===== src/hdl/utl1_pkg.sv =====
// ----------------------------------------------------------------------------
// utl1_pkg
// Shared types, constants and lead-byte decode helpers for the UTF-8 to
// Latin-1 decoder.
// ----------------------------------------------------------------------------
package utl1_pkg;

    localparam int unsigned BYTE_W  = 8;
    localparam int unsigned ACCUM_W = 32;
    localparam int unsigned COUNT_W = 3;

    localparam logic [BYTE_W-1:0] ASCII_LIMIT  = 8'h80;
    localparam logic [BYTE_W-1:0] CONT_OFFSET  = 8'h80;
    localparam logic [BYTE_W-1:0] SUBST_CHAR   = 8'h3F;
    localparam logic [BYTE_W-1:0] FULL_MASK    = 8'hFF;
    localparam logic [BYTE_W-1:0] LATIN1_MAX   = 8'hFF;
    localparam logic [BYTE_W-1:0] END_OF_TEXT  = 8'h00;

    localparam logic [COUNT_W-1:0] LEN_ONE   = 3'd1;
    localparam logic [COUNT_W-1:0] LEN_TWO   = 3'd2;
    localparam logic [COUNT_W-1:0] LEN_THREE = 3'd3;
    localparam logic [COUNT_W-1:0] LEN_FOUR  = 3'd4;
    localparam logic [COUNT_W-1:0] LEN_FIVE  = 3'd5;
    localparam logic [COUNT_W-1:0] LEN_SIX   = 3'd6;

    // One byte moving between stages
    typedef struct packed {
        logic              vld;
        logic [BYTE_W-1:0] data;
    } beat_t;

    // Sequence length from the lead byte's bit tests
    function automatic logic [COUNT_W-1:0] seq_len(input logic [BYTE_W-1:0] b);
        logic [COUNT_W-1:0] len;
        begin
            if (b < ASCII_LIMIT)
                len = LEN_ONE;
            else if (b[5] == 1'b0)
                len = LEN_TWO;
            else if (b[4] == 1'b0)
                len = LEN_THREE;
            else if (b[3] == 1'b0)
                len = LEN_FOUR;
            else if (b[2] == 1'b0)
                len = LEN_FIVE;
            else
                len = LEN_SIX;
            return len;
        end
    endfunction

    // Bit position of 6-bit group k (k * 6), k in 0..5
    function automatic logic [4:0] group_pos(input logic [COUNT_W-1:0] k);
        logic [4:0] pos;
        begin
            unique case (k)
                3'd0:    pos = 5'd0;
                3'd1:    pos = 5'd6;
                3'd2:    pos = 5'd12;
                3'd3:    pos = 5'd18;
                3'd4:    pos = 5'd24;
                3'd5:    pos = 5'd30;
                default: pos = 5'd0;
            endcase
            return pos;
        end
    endfunction

endpackage


===== src/hdl/utf8_to_latin1_decoder.sv =====
// ----------------------------------------------------------------------------
// utf8_to_latin1_decoder
// Byte-serial UTF-8 to Latin-1 converter with valid/ready channels.
// ----------------------------------------------------------------------------
// Feed one UTF-8 byte per beat on in_byte; each completed sequence yields one
// Latin-1 beat on latin1_char. Lead bytes set a sequence length of 1 to 6
// (legacy 5- and 6-byte forms included, bytes 0x80..0xBF classed by the same
// bit tests); continuation bytes are not checked, and any code point above
// 0xFF, or equal to zero, comes out as '?'. A zero byte in lead position
// marks end of text and produces no output beat; a zero byte inside a
// sequence counts as a continuation. The block takes one input beat per
// clock while the output is not stalled: a beat is held in the input
// register and then decoded into the result register that drives
// out_valid and latin1_char. The accumulator update is one shift and OR
// into a 32-bit register; back-pressure on the output stalls the decode
// stage, and the input register holds one more beat before in_ready drops.
// ----------------------------------------------------------------------------
module utf8_to_latin1_decoder
(
    input  logic       clk,
    input  logic       rst_n,
    input  logic       in_valid,
    output logic       in_ready,
    input  logic [7:0] in_byte,
    output logic       out_valid,
    input  logic       out_ready,
    output logic [7:0] latin1_char
);

    utl1_pkg::beat_t stage_beat;
    logic            stage_take;

    // Hold the incoming beat until the decode stage advances
    utl1_in_reg u_in_reg
    (
        .clk        (clk),
        .rst_n      (rst_n),
        .in_valid   (in_valid),
        .in_ready   (in_ready),
        .in_byte    (in_byte),
        .stage_beat (stage_beat),
        .stage_take (stage_take)
    );

    // Decode, accumulate and register the Latin-1 result
    utl1_core u_core
    (
        .clk         (clk),
        .rst_n       (rst_n),
        .stage_beat  (stage_beat),
        .stage_take  (stage_take),
        .out_valid   (out_valid),
        .out_ready   (out_ready),
        .latin1_char (latin1_char)
    );

endmodule


===== src/hdl/utl1_in_reg.sv =====
// ----------------------------------------------------------------------------
// utl1_in_reg
// Input register: captures one byte beat and holds it until the decode stage
// takes it; refills in the same cycle so a beat enters every unstalled clock.
// ----------------------------------------------------------------------------
module utl1_in_reg
(
    input  logic                        clk,
    input  logic                        rst_n,
    input  logic                        in_valid,
    output logic                        in_ready,
    input  logic [utl1_pkg::BYTE_W-1:0] in_byte,
    output utl1_pkg::beat_t             stage_beat,
    input  logic                        stage_take
);

    logic                        vld_reg;
    logic                        vld_next;
    logic [utl1_pkg::BYTE_W-1:0] byte_reg;
    logic                        load;

    assign in_ready = !vld_reg || stage_take;
    assign load     = in_valid && in_ready;

    always_comb
    begin
        vld_next = vld_reg;
        if (load)
            vld_next = 1'b1;
        else if (stage_take)
            vld_next = 1'b0;
    end

    always_ff @(posedge clk or negedge rst_n)
    begin
        if (!rst_n)
            vld_reg <= 1'b0;
        else
            vld_reg <= vld_next;
    end

    // Payload needs no reset
    always_ff @(posedge clk)
    begin
        if (load)
            byte_reg <= in_byte;
    end

    assign stage_beat.vld  = vld_reg;
    assign stage_beat.data = byte_reg;

endmodule


===== src/hdl/utl1_core.sv =====
// ----------------------------------------------------------------------------
// utl1_core
// Decode stage: sequence state, code point accumulation and the result
// register on the output channel.
// ----------------------------------------------------------------------------
module utl1_core
(
    input  logic                        clk,
    input  logic                        rst_n,
    input  utl1_pkg::beat_t             stage_beat,
    output logic                        stage_take,
    output logic                        out_valid,
    input  logic                        out_ready,
    output logic [utl1_pkg::BYTE_W-1:0] latin1_char
);

    logic [utl1_pkg::COUNT_W-1:0] bytes_left_reg;
    logic [utl1_pkg::COUNT_W-1:0] bytes_left_next;
    logic [utl1_pkg::ACCUM_W-1:0] code_accum_reg;
    logic [utl1_pkg::ACCUM_W-1:0] code_accum_next;
    logic                         out_vld_reg;
    logic                         out_vld_next;
    logic [utl1_pkg::BYTE_W-1:0]  char_reg;
    logic [utl1_pkg::BYTE_W-1:0]  char_next;

    logic [utl1_pkg::BYTE_W-1:0]  b;
    logic [utl1_pkg::COUNT_W-1:0] len;
    logic [utl1_pkg::BYTE_W-1:0]  lead_mask;
    logic [utl1_pkg::ACCUM_W-1:0] lead_bits;
    logic [utl1_pkg::ACCUM_W-1:0] cont_bits;
    logic [utl1_pkg::COUNT_W-1:0] left_dec;
    logic                         emit;
    logic                         slot_free;

    assign b        = stage_beat.data;
    assign len      = utl1_pkg::seq_len(b);
    assign lead_mask = utl1_pkg::FULL_MASK >> ({1'b0, len} + 4'd1);
    assign lead_bits = {24'd0, b & lead_mask};
    // byte - 0x80 in 32-bit two's complement
    assign cont_bits = {{(utl1_pkg::ACCUM_W-7){~b[7]}}, b[6:0]};
    assign left_dec  = bytes_left_reg - 3'd1;

    assign slot_free  = !out_vld_reg || out_ready;
    assign stage_take = stage_beat.vld && slot_free;

    always_comb
    begin
        bytes_left_next = bytes_left_reg;
        code_accum_next = code_accum_reg;
        emit            = 1'b0;
        char_next       = char_reg;
        if (stage_take)
        begin
            if (bytes_left_reg == '0)
            begin
                if (len == utl1_pkg::LEN_ONE)
                begin
                    // Pass ASCII through; drop the end-of-text marker
                    emit      = (b != utl1_pkg::END_OF_TEXT);
                    char_next = b;
                end
                else
                begin
                    code_accum_next = lead_bits << utl1_pkg::group_pos(len - 3'd1);
                    bytes_left_next = len - 3'd1;
                end
            end
            else
            begin
                code_accum_next = code_accum_reg |
                                  (cont_bits << utl1_pkg::group_pos(left_dec));
                bytes_left_next = left_dec;
                if (left_dec == '0)
                begin
                    emit = 1'b1;
                    if ((code_accum_next > {24'd0, utl1_pkg::LATIN1_MAX}) ||
                        (code_accum_next == '0))
                        char_next = utl1_pkg::SUBST_CHAR;
                    else
                        char_next = code_accum_next[utl1_pkg::BYTE_W-1:0];
                end
            end
        end
    end

    always_comb
    begin
        out_vld_next = out_vld_reg;
        if (emit)
            out_vld_next = 1'b1;
        else if (out_ready)
            out_vld_next = 1'b0;
    end

    always_ff @(posedge clk or negedge rst_n)
    begin
        if (!rst_n)
        begin
            bytes_left_reg <= '0;
            code_accum_reg <= '0;
            out_vld_reg    <= 1'b0;
        end
        else
        begin
            bytes_left_reg <= bytes_left_next;
            code_accum_reg <= code_accum_next;
            out_vld_reg    <= out_vld_next;
        end
    end

    always_ff @(posedge clk)
    begin
        if (emit)
            char_reg <= char_next;
    end

    assign out_valid   = out_vld_reg;
    assign latin1_char = char_reg;

endmodule

===== config.mk =====
export PLATFORM = sky130hd
export DESIGN_NAME = utf8_to_latin1_decoder
export DESIGN_NICKNAME = d
export VERILOG_FILES = /design/src/hdl/utl1_pkg.sv /design/src/hdl/utf8_to_latin1_decoder.sv /design/src/hdl/utl1_in_reg.sv /design/src/hdl/utl1_core.sv
export SDC_FILE = /design/constraint.sdc
export NUM_CORES = 1
export LEC_CHECK = 0
export BUFFER_PORTS_ARGS = -buffer_cell sky130_fd_sc_hd__buf_2
export CAP_MARGIN = 40
export CORE_MARGIN = 5
export CORE_UTILIZATION = 63
export CTS_CLUSTER_DIAMETER = 80
export DETAILED_ROUTE_END_ITERATION = 6
export GPL_ROUTABILITY_DRIVEN = 0
export PLACE_DENSITY = 0.82
export SETUP_SLACK_MARGIN = 0.02
export SLEW_MARGIN = 40
export SYNTH_ARGS = -nofsm -noshare
export SYNTH_HDL_FRONTEND = slang
export SYNTH_SLANG_ARGS = --single-unit

===== constraint.sdc =====
create_clock -name clk -period 3.7 [get_ports clk]
set_input_delay 0.74 -clock clk [delete_from_list [all_inputs] [get_ports clk]]
set_output_delay 0.74 -clock clk [all_outputs]
set_load 0.01 [all_outputs]

; After elaboration in Yosys (flattened, before gate mapping)
; Cells that the tools add are included.
; Widths: inputs -> output; s select.
[word_totals]
register_bits = 53
wordCells = 74
[op_classes]
add_sub_neg = 3
order_cmp = 2
eq_ne = 13
shift = 3
muxes = 28
n_bitwise = 3
n_reduce_logical = 16
[op_table]
columns = operator, count
row1 = $mux 32, 2
row2 = $pmux 5 s5, 2
row3 = $gt 32x8->1 const B, 1
row4 = $logic_not 32->1, 1
row5 = $mux 8, 4
row6 = $or 32x32->32, 1
row7 = $shl 32x5->32, 1
row8 = $shl 8x5->32, 1
row9 = $mux 5, 5
row10 = $mux 3, 6
row11 = $eq 3x2->1 const B, 4
row12 = $eq 3x3->1 const B, 4
row13 = $eq 3x1->1 const B, 3
row14 = $and 8x8->8, 1
row15 = $lt 8x8->1 const B, 1
row16 = $mux 1, 8
row17 = $reduce_bool 8->1, 1
row18 = $shr 8x4->8 const A, 1
row19 = $logic_not 3->1, 2
row20 = $reduce_bool 2->1, 3
row21 = $sub 3x1->3 const B, 2
row22 = $add 3x1->4 const B, 1
row23 = $ne 2x2->1 const B, 2
row24 = $reduce_and 4->1, 1
row25 = other kinds (6), 10

; Longest topological paths before layout
; Gate-level depths: netlist (run 1).
[depth]
word_depth = 14
mapped_depth = 14

; Modules after synthesis
; Synthesis (run 1) repeated with hierarchy kept, for this count alone.
[unflattened]
cells_unflattened = 499
hier_area_um2 = 3936.3
[modules_own_cells]
columns = module, instances, cells_each, area_each_um2, seq_area_each_um2
row1 = utl1_core, 1, 486, 3634.7, 1141.1
row2 = utl1_in_reg, 1, 13, 301.5, 265.3

; Worst setup path before layout (run 1)
; No wires, ideal clock.
[synth_timing]
path_kind = flip-flop to flip-flop
startpoint = register u_in_reg.byte_reg[4] in the netlist's numbering
endpoint = register u_core.code_accum_reg[24] in the netlist's numbering
setup_time_ps = 86
t_arrival_ps = 3179
required_time_ps = 3614
path_slack_ps = 435
path_stages_with_launch = 14
path_buffers = 2
path_cell_list = edfxtp_1 > clkbuf_1 > clkbuf_1 > o21ai_0 > a21oi_1 > ha_1 > mux2_2 > o22ai_1 > a21oi_1 > nand2_1 > o32a_1 > a21oi_1 > a21oi_1 > nor3_1
[synth_via]
elab_chain_len = 12
elab_cells_between_ends = 25
[synth_rtl]
columns = item, line_no
row1 = from (decl), utl1_in_reg.sv:19  ; logic [utl1_pkg::BYTE_W-1:0] byte_reg;
row2 = from (signal assigned), utl1_in_reg.sv:46  ; byte_reg <= in_byte;
row3 = "parallel branches: the longest is 12 deep, another holds $lt 8x8->1", n/a
row4 = to (signal assigned), utl1_core.sv:106  ; code_accum_reg <= code_accum_next;
row5 = to (decl), utl1_core.sv:19  ; logic [utl1_pkg::ACCUM_W-1:0] code_accum_reg;
; Several ways; the timed one is not identified. The select of a mux whose other input is x is not followed.
; A chain may end at the register's enable or synchronous reset.

; Worst setup path in the final report (run 1)
[layout_timing]
startpoint = register u_in_reg.byte_reg[3] in the netlist's numbering
endpoint = register u_core.code_accum_reg[24] in the netlist's numbering
[layout_via]
elab_chain_len = 13
elab_cells_between_ends = 26
[layout_rtl]
columns = item
row1 = "parallel branches: the longest is 13 deep, another holds $lt 8x8->1"
; Several ways; the timed one is not identified. The select of a mux whose other input is x is not followed.

==> results of run 1 <==
[stage by stage]
step / power (W) / TNS (ns) / hold WS [ns] / worst slack (ns) / cell area (um^2)
after floorplan: 0.00343 / 0 / 0.442 / 0.435 / 4350
after global placement: 0.00437 / 0 / 0.475 / 0.138 / 4670
final: 0.00508 / 0 / 0.380 / 0.101 / 4860
after global routing: 0.00531 / -0.0521 / 0.413 / -0.0386 / 4860
after detailed placement: 0.00443 / -0.0756 / 0.486 / -0.0303 / 4670
after CTS: 0.00478 / 0 / 0.408 / 0.107 / 4770
[logic make-up after synthesis]
| logic type | synth area share, % |
|---|---|
| flops | 32.3 |
| xor+xnor | 1.67 |
| compound gates | 28.9 |
| simple gates | 22.0 |
| fa+ha+maj | 3.16 |
| buf+inv | 5.20 |
| mux | 6.75 |
[repair_timing]
item,4_1_cts,5_1_grt
pin swaps,0,4
setup endpoints to repair,6,20
resized for setup,2,11
hold buffers,0,0
buffers inserted,0,4
[how the worst max path moves through the flow]
stage	start	to	slack, ns	cells after the start
6_report	u_in_reg.byte_reg[3]	u_core.code_accum_reg[24]	0.10	12
5_1_grt	u_in_reg.byte_reg[3]	u_core.code_accum_reg[24]	-0.04	12
4_1_cts	u_in_reg.byte_reg[3]	u_core.code_accum_reg[24]	0.11	12
3_5_place_dp	u_core.bytes_left_reg[1]	u_core.latin1_char[0]	-0.03	10
3_3_place_gp	u_core.bytes_left_reg[1]	u_core.latin1_char[0]	0.14	10
2_1_floorplan	u_in_reg.byte_reg[4]	u_core.code_accum_reg[24]	0.43	13
[final cells by class]
class | count | area [um^2] | area share (%)
clock buffers | 5 | 68.8 | 1.42
clock inverters | 3 | 22.5 | 0.464
inverters | 12 | 45.0 | 0.927
multi-input cells | 419 | 2800 | 57.6
flip-flops and latches | 53 | 1410 | 28.9
well taps | 80 | 100 | 2.06
repair buffers | 62 | 415 | 8.55
[power breakdown]
group	switching [W]	internal [W]
clock	0.000204	0.000135
sequential	0.000188	0.000826
combinational	0.00233	0.00139
[critical path, cell delays in order, from the launching register on]
cell and delay [ns]:
edfxtp_1 0.41, inv_1 0.25, o21ai_0 0.18, a21oi_2 0.32
ha_1 0.32, xnor2_1 0.16, mux2i_1 0.39, a21o_1 0.29
mux2i_1 0.33, o32a_1 0.27, a21oi_1 0.14, a221oi_1 0.35
nor3_1 0.08
[synth_stat cells (5+ instances only)]
cell,n
a211oi_1,8
a21oi_1,49
a221oi_1,9
a31oi_1,18
a32oi_1,5
clkbuf_1,25
dfrtp_1,37
edfxtp_1,16
ha_1,11
inv_1,12
mux2_2,5
mux2i_1,16
nand2_1,41
nand2b_1,9
nand3_1,11
nand4_1,5
nor2_1,60
nor2b_1,5
nor3_1,15
nor4_1,8
o211ai_1,8
o21a_1,5
o21ai_0,36
o22ai_1,5
or2_2,10
[layer usage]
layer	share of wire (%)	wire length, um
met1	36	5220
met2	42	6070
met3	15	2150
met4	7.3	1070
met5	0.17	25
==> flow_summary_export.csv, run 1 <==
group,metric,value,unit
run_status,status,"complete, but fails checks",
run_status,violations,"DRC",
sta,relSlewSlack,46.7,%
yosys,synth_flop_cell,"dfrtp_1",
sta,worst_pin_slew,0.794,ns
worst_setup_path,startpoint_type,"register",
drt,wirelength,14500,um
worst_setup_path,worst-r2r-cell-count,12,
sta,clock_skew,0.0154,ns
floorplanning,io_pins,22,
clock_tree,cts_tree,"built",
yosys,synthArstFlopShare,69.8,%
global_routing,grt_busiest_layer,"met2",
global_routing,grt_antenna_before_repair,0,
power,power.density,1050,nW/um^2
drt,first_pass_iters,7,
floorplanning,die_height,93.1,um
yosys,yosys.area.top_type,"dfrtp_1",
clock_tree,clock-root-buffer,"clkbuf_8",
global_routing,grt_pass1_vias,4486,
layout,n_antenna_cell,0,
worst_setup_path,end_kind,"register",
power,vdd_drop_max,0.000391,V
yosys,synthCells,522,
yosys,syn_area,4350,um^2
drt,vias_per_cell,7.53,
sta,drv_slew,0,
clock_tree,cts_buffer_depth,2,
clock_tree,clock_latency,0.32,ns
drt,drc_errors,27,
global_routing,grt_max_degree,38,
layout,stdcell_count,634,
sta,final-setup-viol-count,0,
place,io_buffer_count,21,
global_routing,overflow,0,
yosys,synth_top_area_share,21.3,%
global_routing,grt_util_met3,9.17,%
clock_tree,cts.sinks,53,
layout,syn_to_final_growth,11.6,%
yosys,ys_seq_elements,53,
place,place_inst,622,
worst_setup_path,path_class,"register to register",
floorplanning,design.core.area,6760,um^2
worst_setup_path,arrival,3.79,ns
yosys,syn_nets,545,
place,hpwl,10600,um
floorplanning,rows,30,
global_routing,grt_pass1_wl,23100,um
sta,timing.final.crit_share,97.3,%
flow_run,cap_violations,0,
sta,final.min_clock_period,3.60,ns
clock_tree,clkTransAtPathRegs,0.10,ns
worst_setup_path,crit_required,3.89,ns
layout,layout_common_cells,"59 x nor2_1, 47 x a21oi_1, 42 x buf_4",
clock_tree,cts_buffers,5,
sta,hold_viol,0,
sta,fmax,278,MHz
layout,largest_reg_flops,32,
drt,drt-wirelength-per-cell,22.9,um
yosys,synth_edf_count,16,
drt,antenna_left,0,
floorplanning,start_util,64.4,%
floorplanning,die_area,8670,um^2
global_routing,use_met1,45.1,%
drt,vias,4776,
floorplanning,chipWidth,93.1,um
global_routing,use_met2,49.1,%
layout,num-fill-cells,516,
worst_setup_path,r2r-start,"u_in_reg.byte_reg[3]",
yosys,yosys_warnings,0,
global_routing,gr-usage-all-layers,33.6,%
layout,drive_above_1_share,20.8,%
worst_setup_path,ff2ff_setup_slack,0.10,ns
power,p_leak,1.91,nW
yosys,seq_area_frac_synth,32.3,%
yosys,synth_area_leaders,"dfrtp_1 21%, edfxtp_1 11%, a21oi_1 5.6%, nor2_1 5.2%, o21ai_0 4.1%",
yosys,syn_area_per_cell,8.34,um^2
worst_setup_path,cp_max_fo,5,
layout,fin_util,71.9,%
clock_tree,h-tree-depth,2,
yosys,synth_cell_type_count,76,
drt,first_iter_violations,947,
worst_setup_path,worstReg2RegEnd,"u_core.code_accum_reg[24]",
layout,final_common_cell,"nor2_1",
min_path,hold_class,"primary input to asynchronous set/reset pin",
layout,layout.nets,576,
(Power assumes the default switching activity.)
==> inputs of run 2 (changes only) <==
--- a/config.mk
+++ b/config.mk
@@ -7,12 +7,13 @@
 export LEC_CHECK = 0
 export BUFFER_PORTS_ARGS = -buffer_cell sky130_fd_sc_hd__buf_2
 export CAP_MARGIN = 40
-export CORE_MARGIN = 5
+export CORE_MARGIN = 10
 export CORE_UTILIZATION = 63
 export CTS_CLUSTER_DIAMETER = 80
 export DETAILED_ROUTE_END_ITERATION = 6
 export GPL_ROUTABILITY_DRIVEN = 0
 export PLACE_DENSITY = 0.82
+export RECOVER_POWER = 100
 export SETUP_SLACK_MARGIN = 0.02
 export SLEW_MARGIN = 40
 export SYNTH_ARGS = -nofsm -noshare
==> run 2 against run 1 <==
Compared with the run above:
- the flow finishes with violations (DRC, capacitance limit, slew limit)
- sequential cell count unchanged
- clock power increased by 22%
- die area increased by 23%
- global-route usage decreased by 5.5 points
- critical path type unchanged
- critical endpoint is now u_core.latin1_char[5]
- largest cell class unchanged
==> flow_summary_export.csv, run 2 (same netlist as run 1, synthesis figures left out) <==
group,metric,value,unit
drt,first_iter_violations,1127,
layout,largest_reg_flops,32,
drt,vias_per_cell,7.46,
sta,drv_slew,38,
worst_setup_path,critical-path-max-stage-delay,0.42,ns
global_routing,grt_busiest_layer,"met2",
sta,setup_ws,0.163,ns
worst_setup_path,crit_required,3.76,ns
layout,final_area,4780,um^2
sta,final.min_clock_period,3.54,ns
worst_setup_path,path_delay_family,"simple AND/OR/NAND/NOR gates",
drt,drt-wirelength-per-cell,23.5,um
floorplanning,io_pins,22,
layout,final_common_cell,"nor2_1",
floorplanning,die_height,103,um
clock_tree,clkTransAtPathRegs,0.10,ns
global_routing,gr-usage-all-layers,28.1,%
layout,layout_common_cells,"59 x nor2_1, 47 x a21oi_1, 41 x nand2_1",
global_routing,grt_antenna_before_repair,0,
global_routing,grt_pass1_vias,4501,
worst_setup_path,startpoint_type,"register",
clock_tree,hold_buffers,0,
place,dp_slack,0.0117,ns
floorplanning,die_area,10600,um^2
sta,holdWs,0.496,ns
global_routing,overflow,0,
layout,n_antenna_cell,0,
clock_tree,clock-root-buffer,"clkbuf_8",
floorplanning,design.core.area,6760,um^2
global_routing,grt_max_degree,38,
layout,multi_input_area,2770,um^2
sta,setup_tns,0,ns
layout,num-fill-cells,554,
place,io_buffer_count,21,
min_path,min_path_cells,2,
drt,first_pass_iters,7,
floorplanning,start_util,64.4,%
global_routing,use_met2,42.6,%
worst_setup_path,path_cells,"inv_1 > ha_2 > xnor2_2 > buf_4 > nor3_1 > or2_2 > a21o_1 > a211oi_1 > nand4_1 > buf_4 > nor4b_1 > a221oi_1",
floorplanning,chipWidth,103,um
worst_setup_path,cp_num_cells,12,
worst_setup_path,path_class,"register to register",
sta,hold_viol,0,
global_routing,use_met1,36.2,%
layout,drive_above_1_share,16.4,%
run_status,violations,"DRC, capacitance limit, slew limit",
worst_setup_path,end_kind,"register",
worst_setup_path,worst-r2r-cell-count,12,
sta,worst_pin_slew,2.14,ns
sta,final-setup-viol-count,0,
layout,seq_area,1410,um^2
sta,relSlewSlack,-42.8,%
layout,layout.nets,571,
drt,drc_errors,26,
power,p_leak,1.85,nW
global_routing,grt_pass1_wl,23300,um
drt,antenna_left,0,
layout,syn_to_final_growth,9.83,%
global_routing,grt_util_met3,7.24,%
clock_tree,cts_tree,"built",
worst_setup_path,worst_path_most_repeated_cell,"buf_4",
drt,wirelength,14800,um
worst_setup_path,crit_buf_inv,3,
sta,timing.final.crit_share,95.6,%
sta,rsz0062_at_grt,"no",
place,hpwl,10500,um
clock_tree,h-tree-depth,2,
run_status,status,"complete, but fails checks",
clock_tree,cts_buffer_depth,2,
sta,clock_skew,0.00636,ns
worst_setup_path,arrival,3.59,ns
sta,fmax,283,MHz
drt,vias,4690,
worst_setup_path,cp_max_fo,11,
clock_tree,cts.sinks,53,
min_path,hold_class,"register to register",
power,power.density,1070,nW/um^2
floorplanning,rows,30,
place,dpl_cell_area,4650,um^2
flow_run,cap_violations,1,
worst_setup_path,crit_slowest_cell,"dfrtp_1",
power,vdd_drop_max,0.000431,V
clock_tree,clock_latency,0.31,ns
clock_tree,cts_buffers,5,
## run 2: through the flow
step	power [W]	instances	util, %
5_1_grt	0.00536	629	70.8
2_1_floorplan	0.00343	522	-
4_1_cts	0.00481	627	70.5
3_3_place_gp	0.00430	619	68.7
3_5_place_dp	0.00437	619	68.8
6_report	0.00511	629	70.8
## run 2: path summary, 6_finish.rpt
check | startpoint | end | slack, ns
setup / recovery | u_core.bytes_left_reg[1] | u_core.latin1_char[5] | 0.16
hold / removal | u_core.code_accum_reg[17] | u_core.code_accum_reg[17] | 0.50
setup reg to reg | u_core.bytes_left_reg[1] | u_core.latin1_char[5] | 0.16
hold reg to reg | u_core.code_accum_reg[17] | u_core.code_accum_reg[17] | 0.50
max in group asynchronous | rst_n | u_core.code_accum_reg[0] | 1.44
min in group asynchronous | rst_n | u_in_reg.vld_reg | 1.03
## run 2: per-layer routing
layer / wire length, um / share of wire (%)
met1: 5300 / 36
met2: 6530 / 44
met3: 2080 / 14
met4: 864 / 5.8
met5: 0 / 0
## run 2: power by group
group / leakage [nW] / internal [W] / switching [W] / total, W
registers: 0.567 / 0.000827 / 0.000188 / 0.00101
clock network: 0.0585 / 0.000203 / 0.000208 / 0.000411
logic: 1.22 / 0.00134 / 0.00234 / 0.00368
## run 2: tightest hold or removal path, stage by stage (launching register included)
cell and delay (ns):
dfrtp_1 0.36, nand2_1 0.05, o21ai_0 0.06
## run 2: layout make-up
class	count	share of cell area (%)
Sequential cell	53	29.4
Tap cell	80	2.09
Inverter	12	0.942
Multi-Input combinational cell	419	57.9
Clock inverter	3	0.916
Timing Repair Buffer	57	7.30
Clock buffer	5	1.44
## run 2: repair_timing
action / CTS / global route
gates resized for setup: 2 / 12
buffers inserted: 0 / 2
pin swaps: 0 / 4
endpoints found under the setup margin: 3 / 19
